`src/sv/gvns_pkg.sv`:
```
`timescale 1ns / 1ps

package gvns_pkg;

    // Field widths
    localparam int COORD_W  = 24;
    localparam int WORD_W   = 3 * COORD_W;
    localparam int DIFF_W   = COORD_W + 1;
    localparam int CROSS_W  = 50;
    localparam int MAG_W    = CROSS_W - 1;
    localparam int NRM_W    = 30;
    localparam int MUL_W    = 31;
    localparam int PROD_W   = 2 * MUL_W;
    localparam int SQ_IN_W  = 64;
    localparam int SQ_OUT_W = SQ_IN_W / 2;
    localparam int DIV_NUM_W = NRM_W + 16;
    localparam int DIV_DEN_W = SQ_OUT_W + 1;
    localparam int DIV_REM_W = DIV_DEN_W + 1;
    localparam int Q_W      = 16;
    localparam int ACC_W    = 18;
    localparam int POS_W    = 32;
    localparam int NORM_W   = 16;
    localparam int RADIUS_W = 23;
    localparam int HT_W     = 34;
    localparam int TEX_W    = 8;

    // Ports
    localparam int CFG_IDX_W   = 3;
    localparam int CFG_DATA_W  = 32;
    localparam int IN_TDATA_W  = 72;
    localparam int OUT_TDATA_W = 168;

    // Reset values of the registers
    localparam logic [RADIUS_W-1:0] RADIUS_RST = RADIUS_W'(1 << 20);

    // Height thresholds: ht*1000 > K is the same as ht > floor(K/1000)
    localparam longint HT_ROCK  = (200 * (longint'(1) << 20)) / 1000;
    localparam longint HT_GRASS = -(((40 * (longint'(1) << 20)) + 999) / 1000);
    localparam longint HT_SAND  = -(((50 * (longint'(1) << 20)) + 999) / 1000);

    typedef enum logic [CFG_IDX_W-1:0] {
        CFG_RADIUS     = 3'd0,
        CFG_OUTWARD    = 3'd1,
        CFG_WATER_MODE = 3'd2,
        CFG_ORIGIN_X   = 3'd3,
        CFG_ORIGIN_Y   = 3'd4,
        CFG_ORIGIN_Z   = 3'd5
    } cfg_idx_t;

    typedef enum logic [1:0] {
        CLS_ROCK  = 2'd0,
        CLS_GRASS = 2'd1,
        CLS_SAND  = 2'd2,
        CLS_DIRT  = 2'd3
    } colour_t;

endpackage

```
`src/sv/gvns_sqrt.sv`:
```
`timescale 1ns / 1ps

module gvns_sqrt (
    input  logic                           aclk,
    input  logic                           aresetn,
    input  logic                           start,
    input  logic [gvns_pkg::SQ_IN_W-1:0]   radicand,
    output logic                           busy,
    output logic                           done,
    output logic [gvns_pkg::SQ_OUT_W-1:0]  root
);

    localparam int REM_W = gvns_pkg::SQ_OUT_W + 2;
    localparam int CNT_W = $clog2(gvns_pkg::SQ_OUT_W);

    logic [gvns_pkg::SQ_IN_W-1:0]  rad_reg;
    logic [REM_W-1:0]              rem_reg;
    logic [gvns_pkg::SQ_OUT_W-1:0] root_reg;
    logic [CNT_W-1:0]              cnt_reg;
    logic                          busy_reg;
    logic                          done_reg;

    logic [REM_W+1:0] rem_try;
    logic [REM_W+1:0] trial;
    logic             fits;

    // One result bit per cycle: bring down two radicand bits, test 4r+1
    assign rem_try = {rem_reg, rad_reg[gvns_pkg::SQ_IN_W-1 -: 2]};
    assign trial   = {2'b00, root_reg, 2'b01};
    assign fits    = (rem_try >= trial);

    always_ff @(posedge aclk) begin
        if (!aresetn) begin
            busy_reg <= 1'b0;
            done_reg <= 1'b0;
            cnt_reg  <= '0;
        end else begin
            done_reg <= 1'b0;
            if (start && !busy_reg) begin
                busy_reg <= 1'b1;
                cnt_reg  <= '0;
                rad_reg  <= radicand;
                rem_reg  <= '0;
                root_reg <= '0;
            end else if (busy_reg) begin
                rad_reg  <= rad_reg << 2;
                rem_reg  <= fits ? REM_W'(rem_try - trial) : REM_W'(rem_try);
                root_reg <= {root_reg[gvns_pkg::SQ_OUT_W-2:0], fits};
                cnt_reg  <= cnt_reg + 1'b1;
                if (cnt_reg == CNT_W'(gvns_pkg::SQ_OUT_W - 1)) begin
                    busy_reg <= 1'b0;
                    done_reg <= 1'b1;
                end
            end
        end
    end

    assign busy = busy_reg;
    assign done = done_reg;
    assign root = root_reg;

endmodule

```
`config.mk`:
```
export PLATFORM = sky130hd
export DESIGN_NAME = gvns_sqrt
export DESIGN_NICKNAME = d
export VERILOG_FILES = /design/src/sv/gvns_pkg.sv /design/src/sv/gvns_sqrt.sv
export SDC_FILE = /design/constraint.sdc
export NUM_CORES = 1
export LEC_CHECK = 0
export BUFFER_PORTS_ARGS = -buffer_cell sky130_fd_sc_hd__buf_4
export CAP_MARGIN = 20
export CORE_MARGIN = 2
export CORE_UTILIZATION = 65
export CTS_BUF_LIST = sky130_fd_sc_hd__clkbuf_4 sky130_fd_sc_hd__clkbuf_8
export CTS_CLUSTER_DIAMETER = 150
export DETAILED_ROUTE_END_ITERATION = 10
export HOLD_SLACK_MARGIN = 0.08
export PLACE_DENSITY = 0.95
export SLEW_MARGIN = 20
export SYNTH_ARGS = -nofsm -noshare
export SYNTH_HDL_FRONTEND = slang
export SYNTH_SLANG_ARGS = --single-unit
```
`constraint.sdc`:
```
create_clock -name aclk -period 6.9 [get_ports aclk]
set_input_delay 1.38 -clock aclk [delete_from_list [all_inputs] [get_ports aclk]]
set_output_delay 1.38 -clock aclk [all_outputs]
set_load 0.01 [all_outputs]
```
Yosys cells after proc, flatten, opt, wreduce, memory -nomap -nowiden
Index checks and enable logic that the tools add are counted.
{"block": "totals", "wordCells": 27, "regBits": 137, "out_inout_bits": 34}
{"block": "op_classes", "n_bitwise": 2, "reduce_logical": 6, "mux": 9, "add_sub_neg": 2, "magnitude_cmp": 1, "n_eq_ne": 1}
{"op": "$mux W64", "count": 2}
{"op": "$mux W34", "count": 2}
{"op": "$ge A36 B34 Y1", "count": 1}
{"op": "$sub A34 B34 Y34", "count": 1}
{"op": "$mux W32", "count": 1}
{"op": "$add A5 B1 Y5 const B", "count": 1}
{"op": "$eq A5 B5 Y1 const B", "count": 1}
{"op": "$mux W1", "count": 4}
{"op": "$reduce_or A3 Y1", "count": 1}
{"op": "$not A1 Y1", "count": 2}
{"op": "$reduce_and A2 Y1", "count": 1}
{"op": "$reduce_bool A2 Y1", "count": 1}
{"op": "$reduce_or A2 Y1", "count": 1}
{"op": "$logic_and A1 B1 Y1", "count": 1}
{"op": "$logic_not A1 Y1", "count": 1}

Longest topological paths before layout
Gate-level depths: netlist of run 1.
{"block": "depth", "word_depth": 4, "mapped_depth": 13, "ltp_nobuf": 10}

Worst setup path after synthesis of run 1
OpenSTA, ideal clock, no wires.
{"block": "synth_path", "path_kind": "input -> register", "from": "input aresetn", "to": "register rad_reg[0] in the netlist's numbering (enable)", "path_slack_ns": 2.090, "setup_time_ns": 0.501, "arrival_time_ns": 4.309, "stages": 1, "path_cell_list": "o21a_1"}
{"block": "synth_between", "elab_chain_len": 1}
{"item": "start: declaration", "line": "gvns_sqrt.sv:5", "rtl": "input logic aresetn,"}
{"item": "$reduce_and A2 Y1 (no source line)"}
{"item": "end signal: assignment", "line": "gvns_sqrt.sv:42", "rtl": "rad_reg <= radicand;"}
{"item": "end signal: assignment", "line": "gvns_sqrt.sv:46", "rtl": "rad_reg <= rad_reg << 2;"}
{"item": "end: declaration", "line": "gvns_sqrt.sv:16", "rtl": "logic [gvns_pkg::SQ_IN_W-1:0] rad_reg;"}
No other way between the ends.
A chain may end at the register's enable or synchronous reset.

Final worst setup path of run 1
{"block": "layout_path", "from": "register rem_reg[13]", "to": "register rem_reg[1] (data pin)"}
{"block": "layout_between", "elab_chain_len": 3}
{"item": "start: declaration", "line": "gvns_sqrt.sv:17", "rtl": "logic [REM_W-1:0] rem_reg;"}
{"item": "start signal: assignment", "line": "gvns_sqrt.sv:47", "rtl": "rem_reg <= fits ? REM_W'(rem_try - trial) : REM_W'(rem_try);"}
{"item": "$ge A36 B34 Y1", "line": "gvns_sqrt.sv:30", "rtl": "assign fits = (rem_try >= trial);"}
{"item": "$mux W34", "line": "gvns_sqrt.sv:47"}
{"item": "$mux W34", "line": "gvns_sqrt.sv:45", "rtl": "end else if (busy_reg) begin"}
No other way between the ends. The select of a mux whose other input is x is not followed.

==> results.py, run 1 <==
metrics = {
    "final_layout": {
        "fill_cells": 770,
        "drive_gt1_share_pct": 17.25,
        "largest_reg_flops": 64,
        "nets": 1012,
        "utilization_pct": 76.54,
        "instances_no_fill": 1069,
        "diodes": 0,
        "stdcell_area_sq_mm": 0.009079,
        "syn2layout_area_growth_pct": 15.95,
    },
    "floorplan": {
        "row_count": 40,
        "ios": 101,
        "die_h_um": 113.8,
        "die_w_um": 113.8,
        "start_util_pct": 66.01,
        "dieArea_sq_mm": 0.01294,
        "core-area_sq_mm": 0.01186,
    },
    "clocking": {
        "cts_buffers": 17,
        "insertion_delay_ps": 460,
        "post_cts_buffers": 0,
        "htree_levels": 4,
        "cts_tree": "built",
        "numClockSinks": 137,
        "postCtsResizedCells": 0,
        "path_clk_slew_ps": 80,
        "cts-hold-fix-buffers": 0,
        "cts_root_buf": "clkbuf_8",
        "cts_buffer_depth": 2,
    },
    "route": {
        "dr_total_vias": 6540,
        "wl_um": 18290,
        "drt-initial-drc-count": 684,
        "first_pass_iters": 5,
        "viasPerCell": 6.118,
        "detail-route-antenna-nets": 0,
        "drc": 0,
        "wl_per_cell_um": 17.11,
    },
    "setup_path": {
        "worstSetupStartpointType": "register",
        "critPathMaxFanout": 24,
        "cp_data_arrival_time_ps": 3620,
        "slowest_delay_ps": 410,
        "slowest_stage": "ha_1",
        "path_cells": "ha_1 -> a21oi_2 -> o211ai_1 -> a2111o_1 -> or3_1 -> nand2_2 -> o311a_1 -> buf_4 -> nand2_4 -> a211oi_1",
        "critical_path_class": "register to register",
        "required_ps": 7180,
        "rr_worst_depth": 10,
        "r2r_setup_slack_ps": 3550,
        "crit_path_end_kind": "register",
    },
    "timing": {
        "timing.final.crit_share_pct": 48.48,
        "setup_ws_ps": 3555,
        "setup_viol": 0,
        "hold_viol_final": 0,
        "timing.fmax_mhz": 298.9,
        "final_max_slew_viol_count": 0,
        "tightest_slew_ps": 1050,
        "clock_skew_ps": 13.10,
        "period_minus_slack_ps": 3345,
        "setup_tns_ps": 0,
        "slew_headroom_pct": 29.99,
        "hold_slack_ps": 522.3,
        "rsz0062_at_grt": "no",
    },
    "min_path": {
        "hold_depth": 2,
        "hp-class": "register to register",
    },
    "placement": {
        "post-place-cells": 1036,
        "port_buffers": 100,
        "dpl_worst_slack_ps": 3440,
        "gp_congestion": 0.8856,
        "dpl.hpwl_um": 12200,
        "place_area_sq_mm": 0.008648,
    },
    "global_routing": {
        "track_usage_pct": 28.85,
        "antenna_found_initial": 0,
        "grt_pass1_vias": 6137,
        "globalRouteOverflowTotal": 0,
        "grt_pass1_wl_um": 29100,
        "grt_max_degree": 103,
    },
    "power_and_ir_drop": {
        "p_per_area_mw_per_mm2": 276.2,
        "irDropWorstVdd_mv": 0.2409,
        "fin_total_pwr_mw": 2.508,
        "p_leak_nw": 3.944,
    },
    "synth": {
        "synthesis.area_sq_mm": 0.007830,
        "ys_seq_elements": 137,
        "async_flop_share_pct": 0,
        "ys_types": 66,
        "synthesis.nets": 928,
        "synthCells": 825,
        "ys_seq_area_share_pct": 51.65,
        "avgSynthCellArea_sq_um": 9.491,
        "yosys_warnings": 0,
        "synth_edf_count": 130,
        "ys.flop_type": "edfxtp_1",
    },
    "job": {
        "drv_cap": 0,
    },
    "run_status": {
        "outcome": "complete, no violations",
    },
}
==> logic make-up (layout without fill, tap and decap cells) <==
group / count (synthesis) / in the layout / share of synthesized area, %
AOI/OAI and AO/OA: 171 / 171 / 14.72
xor gates and xnor gates: 29 / 29 / 3.244
buffers and inverters: 84 / 181 / 4.410
and+or+nand+nor: 365 / 365 / 19.85
adders and majority gates: 36 / 36 / 5.753
DFF: 137 / 137 / 51.65
muxes: 3 / 3 / 0.3835
==> critical path, delay by kind of cell (launching register included) <==
| family | cells | cell delay, ps |
|---|---|---|
| fa+ha+maj | 1 | 410 |
| simple gates | 3 | 620 |
| buf+inv | 1 | 360 |
| flops | 1 | 400 |
| compound gates | 5 | 1350 |
==> synthesized netlist by cell type (4+ instances only) <==
library cell / instances / share of area [%]
nand2_1: 219 / 10
edfxtp_1: 130 / 50
nor2_1: 61 / 2.9
a21oi_1: 58 / 3.7
inv_1: 40 / 1.9
ha_1: 36 / 5.8
clkbuf_1: 31 / 1.5
nand3_1: 31 / 2.0
o21ai_1: 28 / 1.8
xor2_1: 16 / 1.8
a21o_1: 14 / 1.3
xnor2_1: 13 / 1.5
a211oi_1: 10 / 0.96
nor3_1: 10 / 0.64
and3_1: 9 / 0.72
o21ai_0: 9 / 0.58
dfxtp_1: 7 / 1.8
nand4_1: 7 / 0.56
o22ai_1: 7 / 0.56
or3_1: 7 / 0.56
buf_2: 6 / 0.38
o21a_1: 4 / 0.38
o21bai_1: 4 / 0.38
==> power by group <==
part | switching [mW] | internal, mW
logic | 0.465 | 0.304
clock network | 0.334 | 0.344
registers | 0.0393 | 1.02
total | 0.838 | 1.67
==> final cells by class <==
type	instances	area [sq um]	share of cell area, %
inverter	41	153.9	1.695
timing repair buffer	108	830.8	9.151
clock inverter	12	140.1	1.544
tap	147	183.9	2.026
clock buffer	20	262.8	2.894
sequential	137	4044	44.54
multi-input combinational	604	3463	38.15
==> final timing paths <==
check	from	end
worst max-delay path	rem_reg[13]	rem_reg[1]
worst min-delay path	rad_reg[57]	rad_reg[59]
worst min register to register	rad_reg[57]	rad_reg[59]
worst max register to register	rem_reg[13]	rem_reg[1]
==> layer usage <==
metal  track usage (%)  wire length [um]
met4             13.25               595
met3             7.386              1340
met5                 0                 0
met2             47.78              9081
met1             35.86              7276
==> placed cells by master, fill, tap and decap left out, types with 3 or more instances in the layout <==
| cell type | netlist | final |
|---|---|---|
| mux2i_1 | 3 | 3 |
| nand4_1 | 7 | 7 |
| and2_1 | 3 | 3 |
| xor2_1 | 16 | 16 |
| dfxtp_1 | 7 | 7 |
| o31ai_1 | 3 | 3 |
| inv_6 | 0 | 3 |
| a21o_1 | 14 | 14 |
| clkbuf_8 | 0 | 18 |
| o21ai_1 | 28 | 28 |
| edfxtp_1 | 130 | 130 |
| nand3_1 | 31 | 31 |
| xnor2_1 | 13 | 13 |
| o211ai_1 | 3 | 3 |
| ha_1 | 36 | 36 |
| a211oi_1 | 10 | 10 |
| o21ai_0 | 9 | 9 |
| o21a_1 | 4 | 3 |
| inv_1 | 40 | 40 |
| nor2_1 | 61 | 61 |
| and3_1 | 9 | 9 |
| buf_4 | 0 | 107 |
| or3_1 | 7 | 7 |
| nand2_1 | 219 | 219 |
| o22ai_1 | 7 | 7 |
| nor3_1 | 10 | 9 |
| a21oi_1 | 58 | 58 |
| o21bai_1 | 4 | 4 |
No activity file was read; power rests on OpenSTA's default activity.
==> inputs of run 2 (changes only) <==
ABC_AREA = 1   (was not set)
CORE_UTILIZATION = 55   (was 65)
PLACE_DENSITY = 0.88   (was 0.95)
clock period = 2.9 ns   (was 6.9 ns; I/O delays follow)
==> results.py, run 2 <==
metrics = {
    "run_status": {
        "outcome": "complete, no violations",
    },
    "clocking": {
        "insertion_delay_ps": 470,
        "postCtsResizedCells": 0,
        "cts_root_buf": "clkbuf_8",
        "post_cts_buffers": 0,
        "cts-hold-fix-buffers": 0,
        "htree_levels": 4,
        "cts_buffer_depth": 2,
        "numClockSinks": 137,
        "cts_buffers": 17,
        "path_clk_slew_ps": 90,
        "cts_tree": "built",
    },
    "placement": {
        "dpl.hpwl_um": 13950,
        "dpl_worst_slack_ps": 318.4,
        "gp_congestion": 0.9679,
        "port_buffers": 100,
        "post-place-cells": 1356,
    },
    "route": {
        "wl_um": 19440,
        "detail-route-antenna-nets": 0,
        "drc": 0,
        "wl_per_cell_um": 14.00,
        "dr_total_vias": 7081,
        "first_pass_iters": 5,
        "viasPerCell": 5.102,
        "drt-initial-drc-count": 489,
    },
    "synth": {
        "synth.most_common_cell": "nand2_1",
        "synth_top_area_share_pct": 46.38,
        "yosys_warnings": 0,
        "ys.flop_type": "edfxtp_1",
        "synthCells": 1087,
        "synthesis.area_sq_mm": 0.008417,
        "synth_edf_count": 130,
        "netlist.top_cell.by_area": "edfxtp_1",
        "async_flop_share_pct": 0,
        "avgSynthCellArea_sq_um": 7.743,
        "ys_seq_area_share_pct": 48.05,
        "synth_common_cells": "420 x nand2_1, 148 x nor2_1, 147 x inv_1, 130 x edfxtp_1, 36 x ha_1",
        "synthesis.nets": 1190,
        "ys_seq_elements": 137,
        "ys_types": 34,
        "synthTopCellsByArea": "edfxtp_1 46%, nand2_1 19%, nor2_1 6.6%",
    },
    "setup_path": {
        "critical_path.endpoint": "rem_reg[29]",
        "rr_worst_depth": 13,
        "required_ps": 3130,
        "r2r-start": "rem_reg[23]",
        "critPathMaxFanout": 22,
        "crit_start": "rem_reg[23]",
        "critical_path_class": "register to register",
        "worstSetupStartpointType": "register",
        "r2r_setup_slack_ps": 290,
        "path_cells": "ha_1 -> nand2_1 -> nor2_4 -> nand2_2 -> nor2_4 -> nand2_1 -> a21oi_2 -> nor2_2 -> nand2_4 -> buf_4 -> nand2_1 -> nor2_1 -> nor2_1",
        "slowest_stage": "edfxtp_1",
        "slowest_delay_ps": 470,
        "crit_path_frequent_cell": "nand2_1",
        "cp_data_arrival_time_ps": 2840,
        "crit_path_end_kind": "register",
        "rr_endpoint": "rem_reg[29]",
    },
    "timing": {
        "setup_tns_ps": 0,
        "rsz0062_at_grt": "no",
        "tightest_slew_ps": 904.3,
        "period_minus_slack_ps": 2608,
        "setup_viol": 0,
        "timing.fmax_mhz": 383.4,
        "slew_headroom_pct": 39.71,
        "setup_ws_ps": 291.9,
        "timing.final.crit_share_pct": 89.94,
        "clock_skew_ps": 25.48,
        "hold_viol_final": 0,
        "hold_slack_ps": 380.1,
        "final_max_slew_viol_count": 0,
    },
    "final_layout": {
        "final_common_cell": "nand2_1",
        "drive_gt1_share_pct": 15.25,
        "largest_reg_flops": 64,
        "fill_cells": 1272,
        "diodes": 0,
        "instances_no_fill": 1388,
        "syn2layout_area_growth_pct": 16.43,
        "nets": 1290,
        "mostFrequentLayoutCells": "420 x nand2_1, 147 x nor2_1, 145 x inv_1, 130 x edfxtp_1, 104 x buf_4",
    },
    "global_routing": {
        "grt_max_degree": 95,
        "globalRouteOverflowTotal": 0,
        "grt_pass1_wl_um": 32260,
        "antenna_found_initial": 0,
        "track_usage_pct": 24.95,
        "grt_pass1_vias": 6826,
    },
    "floorplan": {
        "die_w_um": 127.7,
        "start_util_pct": 55.78,
        "dieArea_sq_mm": 0.01631,
        "row_count": 45,
        "die_h_um": 127.7,
        "ios": 101,
        "core-area_sq_mm": 0.01509,
    },
    "power_and_ir_drop": {
        "p_per_area_mw_per_mm2": 600.9,
        "irDropWorstVdd_mv": 0.4241,
        "p_leak_nw": 4.842,
        "fin_total_pwr_mw": 5.888,
    },
    "min_path": {
        "hp-class": "input port to register",
    },
    "job": {
        "drv_cap": 0,
    },
}
==> run 2: worst max-delay path: cells and delay by family, from the launching register on <==
| family | cells | cell delay (ps) |
|---|---|---|
| and+or+nand+nor | 10 | 1030 |
| buffers and inverters | 1 | 300 |
| DFF | 1 | 470 |
| adders and majority gates | 1 | 420 |
| AOI/OAI and AO/OA | 1 | 140 |
==> run 2: cells by family after synthesis <==
family          after synthesis  synth area share (%)
compound gates               74                 4.980
simple gates                648                 31.41
fa+ha+maj                    36                 5.352
xor+xnor                     16                 1.665
flops                       137                 48.05
buf+inv                     176                 8.548
==> run 2: stage by stage <==
stage,cell area [sq um],util (%)
CTS,9799,64.94
finish,9799,64.94
detailed placement,9384,62.19
global placement,9384,62.19
global route,9799,64.94
floorplan,8442,-
==> run 2: final cells by class <==
class | count | area, sq um | share of cell area (%)
inverter | 149 | 571.8 | 5.835
sequential | 137 | 4044 | 41.27
multi-input combinational | 774 | 3672 | 37.47
clock inverter | 13 | 166.4 | 1.698
clock buffer | 19 | 249.0 | 2.541
timing repair buffer | 108 | 860.8 | 8.784
tap | 188 | 235.2 | 2.400
==> run 2: metal layers <==
metal | global-route usage (%) | wire (um)
met5 | 0 | 0
met3 | 5.467 | 1086
met2 | 40.80 | 9208
met4 | 9.567 | 611
met1 | 32.73 | 8531
==> run 2: worst min path at each step <==
stage          slack [ps]        start  cells past startpoint    endpoint
6_report              380  radicand[5]                      3  rad_reg[5]
5_1_grt               370  radicand[5]                      3  rad_reg[5]
4_1_cts               370  radicand[5]                      3  rad_reg[5]
3_5_place_dp          460   cnt_reg[4]                      2  cnt_reg[4]
3_3_place_gp          450   cnt_reg[4]                      2  cnt_reg[4]
2_1_floorplan         440   cnt_reg[4]                      2  cnt_reg[4]
==> run 2: report_power, final <==
group          switching [mW]  internal (mW)  total [mW]
Sequential             0.0851           2.41        2.50
Clock                   0.828          0.880        1.71
Combinational            1.07          0.609        1.68
Total                    1.99           3.90        5.89
